[src/rtl/gn2d_pkg.sv]
package gn2d_pkg;

   // command codes
   localparam logic CMD_LOAD = 1'b0;
   localparam logic CMD_EVAL = 1'b1;

   // register map
   localparam int PADDR_W = 4;
   localparam logic [1:0] REG_GRID_COLS   = 2'd0;
   localparam logic [1:0] REG_RECIP_WIDTH = 2'd1;
   localparam logic [1:0] REG_RECIP_HEIGHT = 2'd2;

   // raw corner index width, wide enough for any col, row and stride
   localparam int RAW_W = 11;
   // width of a corner dot product
   localparam int DOT_W = 34;
   // fade in Q0.16 spans 0..65536
   localparam int FADE_W = 17;

   // load enables of the fade pipeline stages
   typedef struct packed {
      logic s2;
      logic s3;
      logic s4;
      logic s5;
      logic s6;
   } fade_adv_type;

   // shift right with rounding half away from zero
   function automatic logic signed [63:0] round_shift(logic signed [63:0] v, int unsigned s);
      logic [63:0] mag;
      logic [63:0] half;
      logic [63:0] q;
      half = 64'd1 << (s - 1);
      mag  = v[63] ? 64'(-v) : 64'(v);
      q    = (mag + half) >> s;
      return v[63] ? -$signed(q) : $signed(q);
   endfunction

   // dot product of a gradient with a distance vector
   function automatic logic signed [DOT_W-1:0] dot_product(logic signed [15:0] gx,
                                                           logic signed [15:0] gy,
                                                           logic signed [16:0] vx,
                                                           logic signed [16:0] vy);
      logic signed [32:0] px;
      logic signed [32:0] py;
      px = gx * vx;
      py = gy * vy;
      return $signed({px[32], px}) + $signed({py[32], py});
   endfunction

   // x + round((y - x) * a / 2^16)
   function automatic logic signed [DOT_W-1:0] mix(logic signed [DOT_W-1:0] x,
                                                   logic signed [DOT_W-1:0] y,
                                                   logic [FADE_W-1:0] a);
      logic signed [DOT_W:0]        diff;
      logic signed [DOT_W+FADE_W+1:0] prod;
      logic signed [63:0]           r;
      diff = $signed({y[DOT_W-1], y}) - $signed({x[DOT_W-1], x});
      prod = diff * $signed({1'b0, a});
      r    = round_shift(64'(prod), 16);
      return DOT_W'(64'(x) + r);
   endfunction

endpackage

[src/rtl/gn2d_fade.sv]
module gn2d_fade (
   input  logic                          clock,
   input  gn2d_pkg::fade_adv_type        adv,
   input  logic [15:0]                   t_in,
   output logic [gn2d_pkg::FADE_W-1:0]   fade_out
);
   import gn2d_pkg::*;

   logic [15:0]       t2_ff, ta_ff;
   logic [15:0]       t3_ff, tb_ff;
   logic [15:0]       t4_ff, t3b_ff, tc_ff;
   logic [15:0]       t5_ff, t4c_ff, t3c_ff;
   logic [FADE_W-1:0] fade_ff;
   logic [23:0]       pos_sum;
   logic [23:0]       neg_sum;
   logic [23:0]       fade_diff;
   logic [FADE_W-1:0] fade_in;

   // round(a * b / 2^16), the result stays below 2^16
   function automatic logic [15:0] mul_q16(logic [15:0] a, logic [15:0] b);
      logic [32:0] p;
      p = 33'(32'(a) * 32'(b)) + 33'd32768;
      return p[31:16];
   endfunction

   // power chain, one multiply per stage
   always_ff @(posedge clock) begin
      if (adv.s2) begin
         t2_ff <= mul_q16(t_in, t_in);
         ta_ff <= t_in;
      end
      if (adv.s3) begin
         t3_ff <= mul_q16(t2_ff, ta_ff);
         tb_ff <= ta_ff;
      end
      if (adv.s4) begin
         t4_ff  <= mul_q16(t3_ff, tb_ff);
         t3b_ff <= t3_ff;
         tc_ff  <= tb_ff;
      end
      if (adv.s5) begin
         t5_ff  <= mul_q16(t4_ff, tc_ff);
         t4c_ff <= t4_ff;
         t3c_ff <= t3b_ff;
      end
      if (adv.s6) begin
         fade_ff <= fade_in;
      end
   end

   // 6t^5 - 15t^4 + 10t^3 clamped to 0..1
   always_comb begin
      pos_sum   = 24'(t5_ff) * 24'd6 + 24'(t3c_ff) * 24'd10;
      neg_sum   = 24'(t4c_ff) * 24'd15;
      fade_diff = pos_sum - neg_sum;
      if (neg_sum > pos_sum) begin
         fade_in = '0;
      end else if (fade_diff > 24'd65536) begin
         fade_in = FADE_W'(65536);
      end else begin
         fade_in = fade_diff[FADE_W-1:0];
      end
   end

   assign fade_out = fade_ff;

endmodule

[config.mk]
export PLATFORM = sky130hd
export DESIGN_NAME = gn2d_fade
export DESIGN_NICKNAME = d
export VERILOG_FILES = /design/src/rtl/gn2d_pkg.sv /design/src/rtl/gn2d_fade.sv
export SDC_FILE = /design/constraint.sdc
export NUM_CORES = 2
export LEC_CHECK = 0
export BUFFER_PORTS_ARGS = -buffer_cell sky130_fd_sc_hd__clkbuf_2
export CORE_UTILIZATION = 45
export CTS_CLUSTER_SIZE = 10
export DETAILED_ROUTE_END_ITERATION = 12
export MAX_ROUTING_LAYER = met4
export SYNTH_ARGS = -nofsm -noshare
export SYNTH_HDL_FRONTEND = slang
export SYNTH_SLANG_ARGS = --single-unit
export TNS_END_PERCENT = 10
[constraint.sdc]
create_clock -name clock -period 7.3 [get_ports clock]
set_clock_uncertainty 0.05 [all_clocks]
set_input_delay 1.46 -clock clock [delete_from_list [all_inputs] [get_ports clock]]
set_output_delay 1.46 -clock clock [all_outputs]
set_load 0.005 [all_outputs]
==> key figures <==
Outcome
  – Status: complete, no violations

Floorplan
  – Site Rows: ~110
  – IO Count: 39
  – Total core area: around 92,000 um2
  – Initial Utilization: around 45%
  – Die Y: approximately 310 um
  – Die width: roughly 300 um
  – Die area: 93,800 um2

CTS
  – CTS tree: yes
  – Post CTS Setup Buffer Count: 0
  – Root buf cell: clkbuf_16
  – Clk sinks: 177
  – Worst skew pair latency: 500 ps
  – Worst-path clk slew: 90 ps
  – CTS max path bufs: 2
  – CTS H-tree lvls: 4
  – CTS Buf Count: 17

GRT
  – GRT Util Overall: roughly a fifth
  – First-pass GRT wire length: 156,000 um
  – Total grt overflow: 0
  – Largest net degree at the start of global routing: a little under 50
  – Vias in the first global route: between 30,000 and 40,000
  – Initial antenna violation count: 2

Timing
  – Period minus WS final: 6970 ps
  – Actual slew at the worst max-slew pin: approximately 960 ps
  – Final hold vios: 0
  – Slew HR: 35.8%
  – Fin crit share: 95.5%
  – RSZ-0062 raised after global routing: false
  – Final setup vio count: 0
  – Max frequency: 143 MHz
  – Worst Setup Slack, final: 328 ps
  – Slew Viols, Final: 0

Placed design
  – Pre-CTS setup slack: -342 ps
  – Final HPWL DP: 80,200 um
  – Placed Area: around 44,000 um2
  – GPL Wtd Cong: 0.873
  – # port buffers: 38

Critical path
  – CP required: about 7500 ps
  – CP max FO: 11
  – CP arrival: 7180 ps
  – CP Capture Type: flip-flop
  – WS Path Type: flip-flop to flip-flop
  – Startpoint Class: flip-flop

Routing
  – DR iter-0 viols: 1,227
  – Final WL: 91,600 um
  – Via count: roughly 29,000
  – Router iterations before antenna repair: 6
  – Drt drc: 0
  – Avg Vias per Cell: 4.99
  – Antenna-violating nets left: 0
  – DR WL/cell: 16.0 um

Synthesis
  – Post-synth ARST share: 0%
  – Number of synthesized flops with an enable pin: 177
  – Synth cell types: 76
  – Cell Area, Synth: 41,700 um2
  – Post-synthesis sequential area ratio: 12.8%
  – Ys Warns: 0
  – Syn nets: approximately 5,700
  – Top FF cell, synth: edfxtp_1
  – Syn avg cell area: roughly 9.5 um2
  – Synth Register Bits: ~180
  – Mapped Cells: between 4,000 and 5,000

Finish
  – Number of fill cells: 8,690
  – Largest register FFs: 17
  – Layout cells sized above 1: 6.75%
  – Nets@finish: between 5,000 and 6,000
  – Layout area overhead: 8.19%
  – Finished Cell Area: 45,100 um2

Flow run
  – Max_cap viols: 0

Hold path
  – Hold crit path type: flip-flop to flip-flop
==> cells in the mapped netlist, drive strengths merged (5+ instances only) <==
cell type  instances  share of area (%)
a21oi             95                1.2
and3              16               0.24
xnor2             78                1.6
or3                8               0.12
edfxtp           177                 13
xor2              43               0.90
and2             400                6.0
a311oi             7               0.18
or2               11               0.17
a21boi             8               0.14
nand2            539                4.9
a31oi             13               0.20
o21ai             80               0.97
nor4               9               0.17
nand4              9               0.14
ha               554                 17
o31a               5               0.11
a211oi            17               0.32
nand2b            15               0.23
clkbuf           114                1.0
inv             1039                9.4
o31ai              7               0.14
o211ai             8               0.14
nor4b              8               0.18
o21a              23               0.41
nor2             116                1.0
fa               773                 37
a211o              8               0.17
o21bai            10               0.18
a21o              38               0.68
nand3             25               0.30
nor3              42               0.52
nor2b             23               0.35
==> what timing repair did <==
item	in CTS	in global routing
hold buffers	0	0
endpoints found under the hold margin	0	0
endpoints found under the setup margin	0	10
gates resized for setup	0	6
==> final timing paths <==
kind,start,end,slack (ps),depth (start not counted)
setup / recovery,t3_ff[12],t4_ff[15],330,25
hold / removal,t3b_ff[4],t3c_ff[4],370,0
setup reg to reg,t3_ff[12],t4_ff[15],330,25
hold reg to reg,t3b_ff[4],t3c_ff[4],370,0
==> worst max-delay path: stages, from the launching register on <==
cell and delay, ps:
edfxtp_1 380, buf_12 150, nand2_1 80, fa_1 550, inv_1 70, fa_1 530
inv_1 50, fa_1 500, inv_1 60, fa_1 530, inv_1 50, fa_1 480
inv_1 50, fa_1 450, ha_1 300, a2111oi_1 450, o21ai_0 220, a211oi_1 290
buf_4 170, o21ai_1 130, and3_1 250, o2111ai_1 260, buf_4 180, a311oi_1 150
nor4_1 260, nor3_1 80
==> cells by family after synthesis <==
kind of cell / share of synthesized area, %
AOI/OAI and AO/OA: 5.59
adders and majority gates: 53.8
and+or+nand+nor: 14.7
buffers and inverters: 10.5
muxes: 0.162
DFF: 12.8
xor gates and xnor gates: 2.54
==> cell usage in the layout, fill, tap and decap left out, types with 7 or more instances in the layout <==
cell type and count:
nand4_1 9, nor2_1 116, nand2_1 539, ha_1 554, fa_1 773, or3_1 8, o211ai_1 8, o21a_1 23
a211o_1 8, nor3_1 41, clkbuf_16 17, buf_4 191, a21o_1 38, or2_2 11, nor2b_1 23, nor4_1 8
and3_1 16, a21oi_1 90, nor4b_1 7, xor2_1 43, a31oi_1 13, inv_1 1039, o21bai_1 10, xnor2_1 78
nand2b_1 15, and2_1 399, clkbuf_2 38, a21boi_0 7, a211oi_1 14, o21ai_0 77, nand3_1 25, edfxtp_1 177
==> metrics by stage <==
step / instances / hold WS, ps / utilization (%) / TNS [ps]
after floorplan: 4382 / 350 / - / 0
after global placement: 5685 / 351 / 48.5 / -1460
after detailed placement: 5685 / 356 / 48.5 / -1560
after CTS: 5717 / 373 / 49.1 / 0
after global routing: 5718 / 381 / 49.2 / 0
final: 5718 / 373 / 49.2 / 0
==> metal layers <==
layer  GRT usage [%]  up-vias  wire length, um  part of all wire [%]
met5               -        -                0                     0
met4            5.21        0             1650                   1.8
met3            1.79       80             2720                   3.0
met2            36.0      425            44400                    48
met1            28.0    14276            42800                    47
li1                -    13726                -                     -
==> final cells by class <==
class                      instances  area, um2  area share (%)
multi-input combinational       3048      32000            71.0
sequential                       177       5320            11.8
inverter                        1039       3900            8.65
timing repair buffer             235       1740            3.87
tap                             1186       1480            3.29
clock buffer                      17        425           0.944
clock inverter                    15        194           0.430
antenna                            1       2.50         0.00555
Power is not shown: default switching activity piles up to over one toggle a cycle in this logic, so the estimate is an artifact.
